<file path="src/rtl/core/afce_pkg.sv">
// ----------------------------------------------------------------------------
// afce_pkg
// Shared types and constants of the ADC frame channel extractor.
// ----------------------------------------------------------------------------
package afce_pkg;

  // Stream word and sample widths
  localparam int unsigned WordW      = 32;
  localparam int unsigned SampleW    = 24;
  localparam int unsigned TagW       = 8;
  localparam int unsigned MaxBytesW  = 12;
  localparam int unsigned CountW     = 10;
  localparam int unsigned LimitW     = 16;
  localparam int unsigned CfgIdxW    = 1;
  localparam int unsigned CfgDataW   = 12;

  // Upper bound on the frame byte count, applied on top of the register
  localparam logic [LimitW-1:0] MaxFrameBytesLimit = 16'd4095;

  // Framing constants
  localparam logic [WordW-1:0] SyncWord    = 32'hFFFF_FFFF;

  // Register reset values
  localparam logic [TagW-1:0]      ChannelTagRst    = 8'hEA;
  localparam logic [MaxBytesW-1:0] MaxFrameBytesRst = 12'd1500;

  // Register indexes
  typedef enum logic [CfgIdxW-1:0] {
    CFG_CHANNEL_TAG     = 1'b0,
    CFG_MAX_FRAME_BYTES = 1'b1
  } cfg_idx_e;

  // Parser phases
  typedef enum logic [1:0] {
    PH_HUNT    = 2'd0,
    PH_HEADER  = 2'd1,
    PH_COUNT   = 2'd2,
    PH_PAYLOAD = 2'd3
  } phase_e;

  // Current register contents
  typedef struct packed {
    logic [TagW-1:0]      channel_tag;
    logic [MaxBytesW-1:0] max_frame_bytes;
  } cfg_t;

  // Parser decision for one item
  typedef struct packed {
    logic               hit;
    logic [SampleW-1:0] sample;
  } parse_res_t;

endpackage

</file>
<file path="src/rtl/core/afce_cfg.sv">
// ----------------------------------------------------------------------------
// afce_cfg
// Configuration registers, written through a plain write port.
// ----------------------------------------------------------------------------
module afce_cfg
  import afce_pkg::*;
(
  input  logic                clk_i,
  input  logic                rst_ni,
  input  logic                cfg_we_i,
  input  logic [CfgIdxW-1:0]  cfg_idx_i,
  input  logic [CfgDataW-1:0] cfg_data_i,
  output cfg_t                cfg_o
);

  cfg_t cfg_q, cfg_d;

  // Decode the write
  always_comb begin
    cfg_d = cfg_q;
    if (cfg_we_i) begin
      unique case (cfg_idx_e'(cfg_idx_i))
        CFG_CHANNEL_TAG:     cfg_d.channel_tag     = cfg_data_i[TagW-1:0];
        CFG_MAX_FRAME_BYTES: cfg_d.max_frame_bytes = cfg_data_i[MaxBytesW-1:0];
        default:             cfg_d = cfg_q;
      endcase
    end
  end

  always_ff @(posedge clk_i or negedge rst_ni) begin
    if (!rst_ni) begin
      cfg_q.channel_tag     <= ChannelTagRst;
      cfg_q.max_frame_bytes <= MaxFrameBytesRst;
    end else begin
      cfg_q <= cfg_d;
    end
  end

  assign cfg_o = cfg_q;

endmodule

</file>
<file path="src/rtl/core/afce_in_stage.sv">
// ----------------------------------------------------------------------------
// afce_in_stage
// Input register: holds one stream word until the parser takes it.
// ----------------------------------------------------------------------------
module afce_in_stage
  import afce_pkg::*;
(
  input  logic             clk_i,
  input  logic             rst_ni,
  input  logic             in_valid_i,
  output logic             in_ready_o,
  input  logic [WordW-1:0] in_word_i,
  input  logic             take_i,
  output logic             valid_o,
  output logic [WordW-1:0] word_o
);

  logic             valid_q, valid_d;
  logic [WordW-1:0] word_q;

  // Accept when empty or when the held item leaves this cycle
  assign in_ready_o = !valid_q || take_i;

  always_comb begin
    valid_d = valid_q;
    if (take_i)     valid_d = 1'b0;
    if (in_valid_i && in_ready_o) valid_d = 1'b1;
  end

  always_ff @(posedge clk_i or negedge rst_ni) begin
    if (!rst_ni) begin
      valid_q <= 1'b0;
    end else begin
      valid_q <= valid_d;
    end
  end

  // Payload needs no reset
  always_ff @(posedge clk_i) begin
    if (in_valid_i && in_ready_o) begin
      word_q <= in_word_i;
    end
  end

  assign valid_o = valid_q;
  assign word_o  = word_q;

endmodule

</file>
<file path="src/rtl/core/afce_parser.sv">
// ----------------------------------------------------------------------------
// afce_parser
// Frame parser: tracks sync, header, byte count and payload words and
// picks out payload words whose top byte equals the channel tag.
// ----------------------------------------------------------------------------
module afce_parser
  import afce_pkg::*;
(
  input  logic             clk_i,
  input  logic             rst_ni,
  input  logic             step_i,
  input  logic [WordW-1:0] word_i,
  input  cfg_t             cfg_i,
  output parse_res_t       res_o
);

  phase_e              phase_q, phase_d;
  logic [CountW-1:0]   left_q, left_d;
  logic [CountW-1:0]   left_dec;
  logic [LimitW-1:0]   reg_limit;
  logic [LimitW-1:0]   limit;
  logic                too_big;
  logic                no_payload;

  // Effective byte limit is the smaller of register and hard bound
  assign reg_limit  = LimitW'(cfg_i.max_frame_bytes);
  assign limit      = (reg_limit > MaxFrameBytesLimit) ? MaxFrameBytesLimit : reg_limit;
  assign too_big    = word_i > {{(WordW-LimitW){1'b0}}, limit};
  assign no_payload = (word_i[WordW-1:2] == '0);
  assign left_dec   = (left_q != '0) ? left_q - CountW'(1) : left_q;

  // Next state
  always_comb begin
    phase_d = phase_q;
    left_d  = left_q;
    if (step_i) begin
      unique case (phase_q)
        PH_HUNT: begin
          if (word_i == SyncWord) phase_d = PH_HEADER;
        end
        PH_HEADER: begin
          phase_d = word_i[WordW-1] ? PH_HUNT : PH_COUNT;
        end
        PH_COUNT: begin
          if (too_big || no_payload) begin
            phase_d = PH_HUNT;
            left_d  = '0;
          end else begin
            phase_d = PH_PAYLOAD;
            left_d  = word_i[CountW+1:2];
          end
        end
        PH_PAYLOAD: begin
          left_d = left_dec;
          if (left_dec == '0) phase_d = PH_HUNT;
        end
        default: phase_d = PH_HUNT;
      endcase
    end
  end

  // Outputs: keep payload words carrying the selected tag
  always_comb begin
    res_o.hit    = step_i && (phase_q == PH_PAYLOAD)
                   && (word_i[WordW-1:SampleW] == cfg_i.channel_tag);
    res_o.sample = word_i[SampleW-1:0];
  end

  always_ff @(posedge clk_i or negedge rst_ni) begin
    if (!rst_ni) begin
      phase_q <= PH_HUNT;
      left_q  <= '0;
    end else begin
      phase_q <= phase_d;
      left_q  <= left_d;
    end
  end

endmodule

</file>
<file path="src/rtl/core/adc_frame_channel_extract.sv">
// ----------------------------------------------------------------------------
// adc_frame_channel_extract
// Deframes a stream of ADC frames and emits the samples of one channel.
//
//   channel   dir  tdata bits              tlast/tuser
//   s_axis    in   [31:0] stream_word      none
//   m_axis    out  [23:0] sample (signed)  none
//   cfg       in   idx 0 channel_tag, idx 1 max_frame_bytes
//
// One item per cycle sustained while m_axis accepts; an accepted word sits in
// the input register and its result, if any, is loaded into the result register
// once that register is free, so a result passes through both registers.
// Reset puts the parser into sync hunt and loads the register defaults.
// A stall on m_axis backs up into s_axis after both registers fill.
// ----------------------------------------------------------------------------
module adc_frame_channel_extract
  import afce_pkg::*;
(
  input  logic                clk_i,
  input  logic                rst_ni,
  // stream_word [31:0]
  input  logic [WordW-1:0]    s_axis_tdata,
  input  logic                s_axis_tvalid,
  output logic                s_axis_tready,
  // sample [23:0]
  output logic [SampleW-1:0]  m_axis_tdata,
  output logic                m_axis_tvalid,
  input  logic                m_axis_tready,
  input  logic                cfg_we_i,
  input  logic [CfgIdxW-1:0]  cfg_idx_i,
  input  logic [CfgDataW-1:0] cfg_data_i
);

  cfg_t               cfg;
  logic               in_valid;
  logic [WordW-1:0]   in_word;
  logic               out_free;
  logic               step;
  parse_res_t         res;
  logic               out_valid_q, out_valid_d;
  logic [SampleW-1:0] out_sample_q;

  afce_cfg u_cfg (
    .clk_i      (clk_i),
    .rst_ni     (rst_ni),
    .cfg_we_i   (cfg_we_i),
    .cfg_idx_i  (cfg_idx_i),
    .cfg_data_i (cfg_data_i),
    .cfg_o      (cfg)
  );

  afce_in_stage u_in (
    .clk_i      (clk_i),
    .rst_ni     (rst_ni),
    .in_valid_i (s_axis_tvalid),
    .in_ready_o (s_axis_tready),
    .in_word_i  (s_axis_tdata),
    .take_i     (step),
    .valid_o    (in_valid),
    .word_o     (in_word)
  );

  // Advance the held item when the result register can take it
  assign out_free = !out_valid_q || m_axis_tready;
  assign step     = in_valid && out_free;

  afce_parser u_parse (
    .clk_i  (clk_i),
    .rst_ni (rst_ni),
    .step_i (step),
    .word_i (in_word),
    .cfg_i  (cfg),
    .res_o  (res)
  );

  // Result register
  always_comb begin
    out_valid_d = out_valid_q;
    if (out_free) out_valid_d = res.hit;
  end

  always_ff @(posedge clk_i or negedge rst_ni) begin
    if (!rst_ni) begin
      out_valid_q <= 1'b0;
    end else begin
      out_valid_q <= out_valid_d;
    end
  end

  always_ff @(posedge clk_i) begin
    if (res.hit && out_free) begin
      out_sample_q <= res.sample;
    end
  end

  assign m_axis_tvalid = out_valid_q;
  assign m_axis_tdata  = out_sample_q;

endmodule

</file>
<file path="config.mk">
export PLATFORM = sky130hd
export DESIGN_NAME = adc_frame_channel_extract
export DESIGN_NICKNAME = d
export VERILOG_FILES = /design/src/rtl/core/afce_pkg.sv /design/src/rtl/core/afce_cfg.sv /design/src/rtl/core/afce_in_stage.sv /design/src/rtl/core/afce_parser.sv /design/src/rtl/core/adc_frame_channel_extract.sv
export SDC_FILE = /design/constraint.sdc
export NUM_CORES = 1
export LEC_CHECK = 0
export BUFFER_PORTS_ARGS = -buffer_cell sky130_fd_sc_hd__clkbuf_2
export CORE_UTILIZATION = 50
export CTS_CLUSTER_SIZE = 24
export DETAILED_ROUTE_END_ITERATION = 8
export PLACE_DENSITY = 0.74
export SYNTH_ARGS = -nofsm -noshare
export SYNTH_HDL_FRONTEND = slang
export SYNTH_SLANG_ARGS = --single-unit
</file>
<file path="constraint.sdc">
create_clock -name clk_i -period 3.7 [get_ports clk_i]
set_clock_uncertainty 0.2 [all_clocks]
set_input_delay 0.185 -clock clk_i [delete_from_list [all_inputs] [get_ports clk_i]]
set_output_delay 0.185 -clock clk_i [all_outputs]
set_load 0.005 [all_outputs]
</file>
# --- After elaboration in Yosys (flattened, before gate mapping) ---
# Cells that the tools add are included.
totals:
  in_bits: 50
  ram_bits: 0
  rom_bits: 0
  out_inout_bits: 26
  latch_bits: 0
  regBits: 90
  mem_count: 0
classes:
  mux: 11
  order_cmp: 2
  n_addsub: 1
  multipliers: 0
  n_reduce_logical: 20
  bitwise_logic: 1
  n_eq_ne: 7
  shifts: 0
  n_div: 0
op_table:
  columns: ["op", "n"]
  rows:
  - ["== test 32 bit (second input constant)", 1]
  - ["> comparator 32 x 16 -> 1 bit", 1]
  - ["logical NOT 30 bit", 1]
  - ["two-way mux 10 bit", 2]
  - ["one-hot mux 10 bit (2 select lines)", 1]
  - ["> comparator 12 bit (second input constant)", 1]
  - ["two-way mux 12 bit", 1]
  - ["logical NOT 10 bit", 1]
  - ["nonzero test 10 bit", 1]
  - ["subtractor 10 x 1 -> 10 bit (second input constant)", 1]
  - ["== test 8 bit", 1]
  - ["two-way mux 2 bit", 4]
  - ["one-hot mux 2 bit (4 select lines)", 1]
  - ["AND reduction 2 bit", 3]
  - ["logical AND 1 bit", 5]
  - ["== test 2 bit (second input constant)", 2]
  - ["!= test 2 x 1 -> 1 bit (second input constant)", 2]
  - ["nonzero test 2 bit", 2]
  - ["logical OR 1 bit", 3]
  - ["AND reduction 3 bit", 1]
  - ["== test 2 x 1 -> 1 bit (second input constant)", 1]
  - ["logical NOT 1 bit", 2]
  - ["logical NOT 2 bit", 1]
  - ["two-way mux 1 bit", 2]
  - ["NOT 1 bit", 1]

# --- Longest topological paths before layout ---
# Gate-level depths: netlist of the first run.
depth:
  ltp_word: 6
  depth_mapped: 8

# --- By module ---
# From an unflattened synthesis of the first run, not the netlist that was laid out.
hier_totals:
  hier_cells: 342
  area_unflattened_um2: 4267.8
by_module_without_submodules:
  columns: ["mod", "cells_per_inst", "seq_area_each_um2", "n_inst", "area_each_um2"]
  rows:
  - ["afce_parser", 233, 300.3, 1, 1709.1]
  - ["afce_in_stage", 36, 985.9, 1, 1014.7]
  - ["adc_frame_channel_extract", 29, 745.7, 1, 778.2]
  - ["afce_cfg", 44, 515.5, 1, 765.7]

# --- Worst setup path after synthesis of the first run ---
# No wires, ideal clock.
synth_path:
  path_type: "reg-to-reg"
  start: "register u_cfg.cfg_q (netlist bit u_cfg.cfg_o[18])"
  end: "register out_sample_q[0], in the netlist m_axis_tdata[0] (enable)"
  arrival_ns: 3.379
  stages_incl_launch_ff: 5
  required_time_ns: 3.034
  slack_ns: -0.345
  setup_ns: 0.466
  period_less_slack_ns: 4.045
  path_cell_list: "dfstp_2 -> xor2_1 -> nor4_1 -> nand3_1 -> nor4_1"
synth_via:
  elab_chain_cells: 3
synth_rtl:
  columns: ["element", "line", "rtl"]
  rows:
  - ["from (decl)", "afce_cfg.sv:16", "cfg_t cfg_q, cfg_d;"]
  - ["from (signal assigned)", "afce_cfg.sv:35", "cfg_q <= cfg_d;"]
  - ["== test 8 bit", "afce_parser.sv:65", "&& (word_i[WordW-1:SampleW] == cfg_i.channel_tag);"]
  - ["logical AND 1 bit", "afce_parser.sv:65", null]
  - ["logical AND 1 bit", "adc_frame_channel_extract.sv:91", "if (res.hit && out_free) begin"]
  - ["to (signal assigned)", "adc_frame_channel_extract.sv:92", "out_sample_q <= res.sample;"]
  - ["to (decl)", "adc_frame_channel_extract.sv:41", "logic [SampleW-1:0] out_sample_q;"]
# No other way between the ends.
# A chain may end at the register's enable or synchronous reset.

# --- Final worst setup path of the first run ---
layout_path:
  start: "register u_parse.left_q[0]"
  end: "register u_parse.phase_q[0]"
layout_via:
  elab_chain_cells: 5
layout_rtl:
  columns: ["element", "line", "rtl"]
  rows:
  - ["from (decl)", "afce_parser.sv:18", "logic [CountW-1:0] left_q, left_d;"]
  - ["from (signal assigned)", "afce_parser.sv:75", "left_q <= left_d;"]
  - ["subtractor 10 x 1 -> 10 bit / nonzero test 10 bit (equally long branches)", "afce_parser.sv:30", "assign left_dec = (left_q != '0) ? left_q - CountW'(1) : left_q;"]
  - ["two-way mux 10 bit (*)", "afce_parser.sv:30", null]
  - ["logical NOT 10 bit (*)", "afce_parser.sv:55", "if (left_dec == '0) phase_d = PH_HUNT;"]
  - ["!= test 2 x 1 -> 1 bit (no source line) (*)", null, null]
  - ["AND reduction 3 bit (no source line) (*)", null, null]
  - ["to (signal assigned)", "afce_parser.sv:74", "phase_q <= phase_d;"]
  - ["to (decl)", "afce_parser.sv:17", "phase_e phase_q, phase_d;"]
# Every way passes the cells marked *; elsewhere a longest branch is shown, timed or not.

==> impl_metrics.py, run 1 <==
metrics = {
    "clock_network": {
        "cts_root_buf": "clkbuf_8",
        "htree_levels": 3,
        "cts_inserted_buffers": 9,
        "clock_path_buffers": 2,
        "path_clk_slew_ns": 0.09,
        "cts_tree": "done",
        "cts.sinks": 90,
        "clk_latency_ns": 0.36,
    },
    "pwr": {
        "vdd_drop_max_mv": 0.3209,
        "p_int_mw": 1.829,
        "clkPwrFrac_pct": 25.3,
        "swShare_pct": 31.39,
        "seqPwrFrac_pct": 51.2,
        "leakagePower_nw": 2.078,
        "p_sw_uw": 836.5,
        "combPwrFrac_pct": 23.5,
        "finalPower_mw": 2.665,
        "cellPowerDensity_mw_per_mm2": 511.3,
    },
    "route": {
        "wirelength_mm": 9.667,
        "vias": 3089,
        "drt_iter0_drc": 236,
        "wl_per_cell_um": 17.90,
        "routed_via_density": 5.720,
        "drc": 0,
        "ant_nets": 0,
        "first_pass_iters": 5,
    },
    "critical_path": {
        "r2r_end": "u_parse.phase_q[0]",
        "startpoint": "u_parse.left_q[0]",
        "worstSetupStartpointType": "flip-flop",
        "slowest_stage": "dfrtp_1",
        "r2r_start": "u_parse.left_q[0]",
        "cp_cell_sequence": "inv_1 -> ha_1 -> nor3b_1 -> buf_4 -> nand3_1 -> mux2i_1 -> a2111o_1 -> nor4_2 -> a211oi_1",
        "setup.worst_path.end_class": "flip-flop",
        "cp_max_fo": 8,
        "worstSetupPathType": "flip-flop to flip-flop",
        "cp.arrival_ns": 2.74,
        "cp.required_ns": 3.73,
        "cpPeakStageDelay_ns": 0.44,
        "r2r_setup_slack_ns": 0.99,
        "r2r_cells": 9,
    },
    "grt": {
        "grt_pass1_vias": 3081,
        "grt_usage_pct": 24.59,
        "gr-total-overflow": 0,
        "antenna_found_initial": 0,
        "grt_pass1_wl_mm": 15.45,
        "grt_start_max_net_pins": 35,
    },
    "placement": {
        "gp_congestion": 0.8953,
        "dpl.hpwl_mm": 6.294,
        "dp_cells": 476,
        "io_buffers": 75,
    },
    "finish": {
        "drive_gt1_share_pct": 30.66,
        "utilization_pct": 67.11,
        "fill_cells": 591,
        "final_cell_mix": "clkbuf_2 (75), edfxtp_1 (56), dlygate4sd3_1 (47)",
        "layout.nets": 495,
        "layout_commonest_cell": "clkbuf_2",
        "area_growth_pct": 29.06,
        "instances_no_fill": 540,
    },
    "timing": {
        "fin_hold_ws_ns": 0.05204,
        "fmax_ghz": 0.3687,
        "finalHoldViolCount": 0,
        "min_period_ns": 2.712,
        "rsz0062_at_grt": "false",
        "slew_headroom_pct": 42.11,
        "fin_setup_tns_ns": 0,
        "worstMarginPinSlew_ns": 0.8684,
        "period_share_pct": 73.31,
        "slew_viol_final": 0,
        "setup_violations": 0,
    },
    "synth": {
        "synth_edf_count": 56,
        "syn-num-nets": 368,
        "synth-seq-cells": 90,
        "synth-main-ff-cell": "edfxtp_1",
        "syn_avg_cell_area_sq_um": 13.24,
        "synth_seq_area_share_pct": 63.07,
        "syn_area_sq_mm": 0.004039,
        "ys_types": 54,
        "ys_warn_count": 0,
        "netlist_instances": 305,
        "ys_async_sr_fraction_pct": 37.78,
    },
    "min_path": {
        "worstHoldPathType": "primary input to flip-flop",
        "whs_endpoint": "m_axis_tvalid",
        "hp-start": "m_axis_tready",
        "hold_depth": 3,
    },
    "floorplan": {
        "dieArea_sq_mm": 0.008441,
        "pin_count": 76,
        "start_util_pct": 52.00,
        "row_count": 32,
        "die_y_um": 91.88,
        "core_sq_mm": 0.007767,
        "die_w_um": 91.88,
    },
    "run_status": {
        "outcome": "complete, no violations",
    },
    "flow_run": {
        "cap_violations": 0,
    },
}
## synth_stat cells, drive strengths merged, types with 11 or more instances
master | instances | area [sq um]
a21oi | 13 | 65.06
dfrtp | 22 | 550.5
dfstp | 12 | 315.3
edfxtp | 56 | 1682
ha | 13 | 162.7
inv | 16 | 60.06
mux2 | 21 | 236.5
nand2 | 12 | 45.04
nand4 | 17 | 106.4
nor2 | 13 | 48.80
nor4 | 11 | 75.07
o21ai | 12 | 60.05
## power groups by stage
stage          clock [mW]  sequential [mW]  combinational, mW
3_3_place_gp            0             1.37              0.567
3_5_place_dp            0             1.38              0.578
2_1_floorplan           0             1.31              0.487
6_report            0.674             1.37              0.626
5_1_grt             0.724             1.39              0.703
4_1_cts             0.689             1.36              0.620
## what timing repair did
item                                   CTS  global route
gates resized for setup                  0             0
hold buffers                            47             0
buffers inserted                         0             0
endpoints found under the hold margin   75             0
## cells by family (layout without fill, tap and decap cells)
kind of cell             after synthesis  after routing  synth area share, %
AO/OA/AOI/OAI                         56             56                9.573
XOR/XNOR                              10             10                2.168
adder cells (fa/ha/maj)               13             13                4.027
buffers and inverters                 26            158                2.695
flip-flops                            90             90                63.07
multiplexers                          22             22                6.103
other                                  0              1                    0
AND/OR/NAND/NOR                       88             88                12.36
## area by class of cell
class	instances	area [sq um]	area share, %
clock buffer	10	127.6	2.448
antenna	1	2.502	0.04801
timing repair buffer	126	875.8	16.80
multi-input combinational	189	1398	26.81
tap	102	127.6	2.448
inverter	16	60.06	1.152
sequential	90	2547	48.87
clock inverter	6	73.82	1.416
## routing by layer
metal	vias up	wire length [um]	global-route usage (%)
met3	13	564	5.473
met1	1521	4028	30.92
met5	-	0	0
met2	121	4929	42.04
li1	1434	-	-
met4	0	144	8.333
## sequential cells by signal, indices dropped and copies added (netlist names)
register and cells:
m_axis_tdata 24, u_parse.phase_q 2, u_parse.left_q 10, m_axis_tvalid 1, u_in.word_o 32, u_cfg.cfg_o 20
u_in.valid_o 1
## through the flow
step / cell area [sq um] / worst slack, ns
after global routing: 5210 / 0.7522
after CTS: 5210 / 1.011
final: 5213 / 0.9877
after floorplan: 4045 / 0.6404
after detailed placement: 4538 / 1.027
after global placement: 4538 / 1.123
## worst max-delay path by stage
stage,to,slack [ns],depth (start not counted)
final,u_parse.phase_q[0],0.99,9
after global routing,u_parse.phase_q[0],0.75,9
after CTS,u_parse.phase_q[0],1.01,9
after detailed placement,u_parse.phase_q[0],1.03,9
after global placement,u_parse.phase_q[0],1.12,9
after floorplan,m_axis_tdata[0],0.64,4
## critical path: cells and delay by family (launching register included)
family          cells  cell delay, ns
simple gates        3            0.68
compound gates      2            0.48
flops               1            0.44
buf+inv             2            0.29
fa+ha+maj           1            0.29
mux                 1            0.19
No activity file was read; power rests on OpenSTA's default activity.
==> inputs of run 2 (changes only) <==
clock period = 2.2 ns   (was 3.7 ns; I/O delays follow)
==> impl_metrics.py, run 2 (same netlist as run 1, synthesis figures left out) <==
metrics = {
    "run_status": {
        "outcome": "finished with violations",
        "violations": "negative setup slack",
    },
    "finish": {
        "layout_commonest_cell": "clkbuf_2",
        "instances_no_fill": 605,
        "area_growth_pct": 51.15,
        "post-route-cell-area_sq_mm": 0.006105,
        "fill_cells": 443,
        "layout.nets": 561,
        "largest_reg_flops": 32,
        "final_cell_mix": "clkbuf_2 (75), buf_4 (60), edfxtp_1 (56)",
        "drive_gt1_share_pct": 49.50,
        "diodes": 0,
    },
    "floorplan": {
        "dieArea_sq_mm": 0.008441,
        "die_y_um": 91.88,
        "start_util_pct": 52.00,
        "pin_count": 76,
        "row_count": 32,
        "core_sq_mm": 0.007767,
        "die_w_um": 91.88,
    },
    "timing": {
        "slew_headroom_pct": 55.51,
        "worstMarginPinSlew_ns": 0.6658,
        "finalHoldViolCount": 0,
        "fmax_ghz": 0.4172,
        "period_share_pct": 108.9,
        "slew_viol_final": 0,
        "setup_ws_ns": -0.1969,
        "rsz0062_at_grt": "true",
        "setup_violations": 24,
        "min_period_ns": 2.397,
    },
    "critical_path": {
        "worstSetupStartpointType": "flip-flop",
        "cp.arrival_ns": 2.48,
        "r2r_cells": 9,
        "setup.worst_path.end_class": "flip-flop",
        "worstSetupPathType": "flip-flop to flip-flop",
        "cp_max_fo": 7,
        "r2r_setup_slack_ns": -0.20,
        "cp.required_ns": 2.28,
        "r2r_start": "u_cfg.cfg_o[2]",
        "startpoint": "u_cfg.cfg_o[2]",
        "r2r_end": "u_parse.phase_q[0]",
    },
    "clock_network": {
        "cts.sinks": 90,
        "clock_path_buffers": 2,
        "clk_latency_ns": 0.38,
        "htree_levels": 3,
        "cts_tree": "done",
        "path_clk_slew_ns": 0.11,
        "cts_inserted_buffers": 9,
        "cts_root_buf": "clkbuf_8",
    },
    "flow_run": {
        "cap_violations": 0,
    },
    "route": {
        "ant_nets": 0,
        "vias": 3612,
        "first_pass_iters": 6,
        "wl_per_cell_um": 21.04,
        "drc": 0,
        "wirelength_mm": 12.73,
        "routed_via_density": 5.970,
        "drt_iter0_drc": 498,
    },
    "pwr": {
        "vdd_drop_max_mv": 0.5079,
        "leakagePower_nw": 2.466,
        "finalPower_mw": 5.254,
        "cellPowerDensity_mw_per_mm2": 860.6,
    },
    "placement": {
        "dp_worst_setup_slack_ns": -0.2690,
        "gp_congestion": 0.9145,
        "dpl_cell_area_sq_mm": 0.004964,
        "io_buffers": 75,
        "dp_cells": 524,
        "dpl.hpwl_mm": 7.199,
    },
    "grt": {
        "gr-total-overflow": 0,
        "antenna_found_initial": 0,
        "grt_pass1_wl_mm": 18.49,
        "grt_usage_pct": 29.69,
        "grt_start_max_net_pins": 33,
        "grt_pass1_vias": 3572,
    },
    "min_path": {
        "worstHoldPathType": "primary input to flip-flop",
        "hold_depth": 4,
        "whs_endpoint": "u_cfg.cfg_o[13]",
        "hp-start": "cfg_idx_i",
    },
}
-- run 2: changes by cell type in the layout (fill, tap and decap cells not counted), moves of 4 or more --
cell     delta
nor3_2      +5
ha_4       +10
buf_6       +5
inv_2       +8
ha_1       -10
nor3_1      -7
a21oi_2     +5
nor4_1      -4
a21oi_1     -5
buf_4      +56
inv_1       -8
-- run 2: final cells by class --
type	count	area [sq um]	share of cell area (%)
Clock buffer	9	123.9	2.029
Tap cell	102	127.6	2.091
Sequential cell	90	2549	41.75
Clock inverter	7	81.33	1.332
Timing Repair Buffer	192	1428	23.39
Inverter	16	60.06	0.9838
Multi-Input combinational cell	189	1735	28.43
-- run 2: worst max path at each step --
stage	depth (start not counted)	slack (ns)	end
2_1_floorplan	4	-0.27	m_axis_tdata[0]
4_1_cts	6	-0.20	u_parse.left_q[9]
6_report	9	-0.20	u_parse.phase_q[0]
3_5_place_dp	6	-0.27	u_parse.left_q[9]
5_1_grt	9	-0.30	u_parse.phase_q[0]
3_3_place_gp	6	-0.21	u_parse.left_q[9]
-- run 2: power breakdown --
part	switching [mW]	internal, mW	total (mW)
Sequential	0.201	2.03	2.23
Clock	0.707	0.454	1.16
Combinational	0.934	0.929	1.86
Total	1.84	3.41	5.25
-- run 2: worst max-delay path, cell delays in order (launching register included) --
cell      delay [ns]
dfstp_2         0.54
inv_1           0.08
ha_4            0.29
nand4_1         0.15
nor3_2          0.25
a21oi_2         0.07
o22ai_4         0.27
buf_6           0.17
a21oi_1         0.08
a211oi_2        0.22
-- run 2: stage by stage --
stage	utilization, %	hold slack [ns]	TNS (ns)
3_3_place_gp	63.90	-0.2126	-0.7453
4_1_cts	76.22	0.06186	-0.6829
3_5_place_dp	63.90	-0.2112	-1.190
5_1_grt	78.59	0.06770	-5.077
6_report	78.59	0.07157	-2.380
2_1_floorplan	-	-0.3856	-6.844
-- run 2: timing repair --
item / CTS / global route
hold buffers: 49 / 0
pin swaps: 18 / 25
endpoints found under the hold margin: 81 / 0
endpoints found under the setup margin: 25 / 36
buffers inserted: 8 / 9
gates cloned: 2 / 0
resized for setup: 30 / 34
-- run 2: layer usage --
layer / track usage, % / part of all wire [%] / vias up
li1: - / - / 1567
met1: 36.55 / 38 / 1741
met2: 49.07 / 50 / 248
met3: 7.380 / 8.1 / 56
met4: 14.19 / 4.2 / 0
met5: 0 / 0 / -
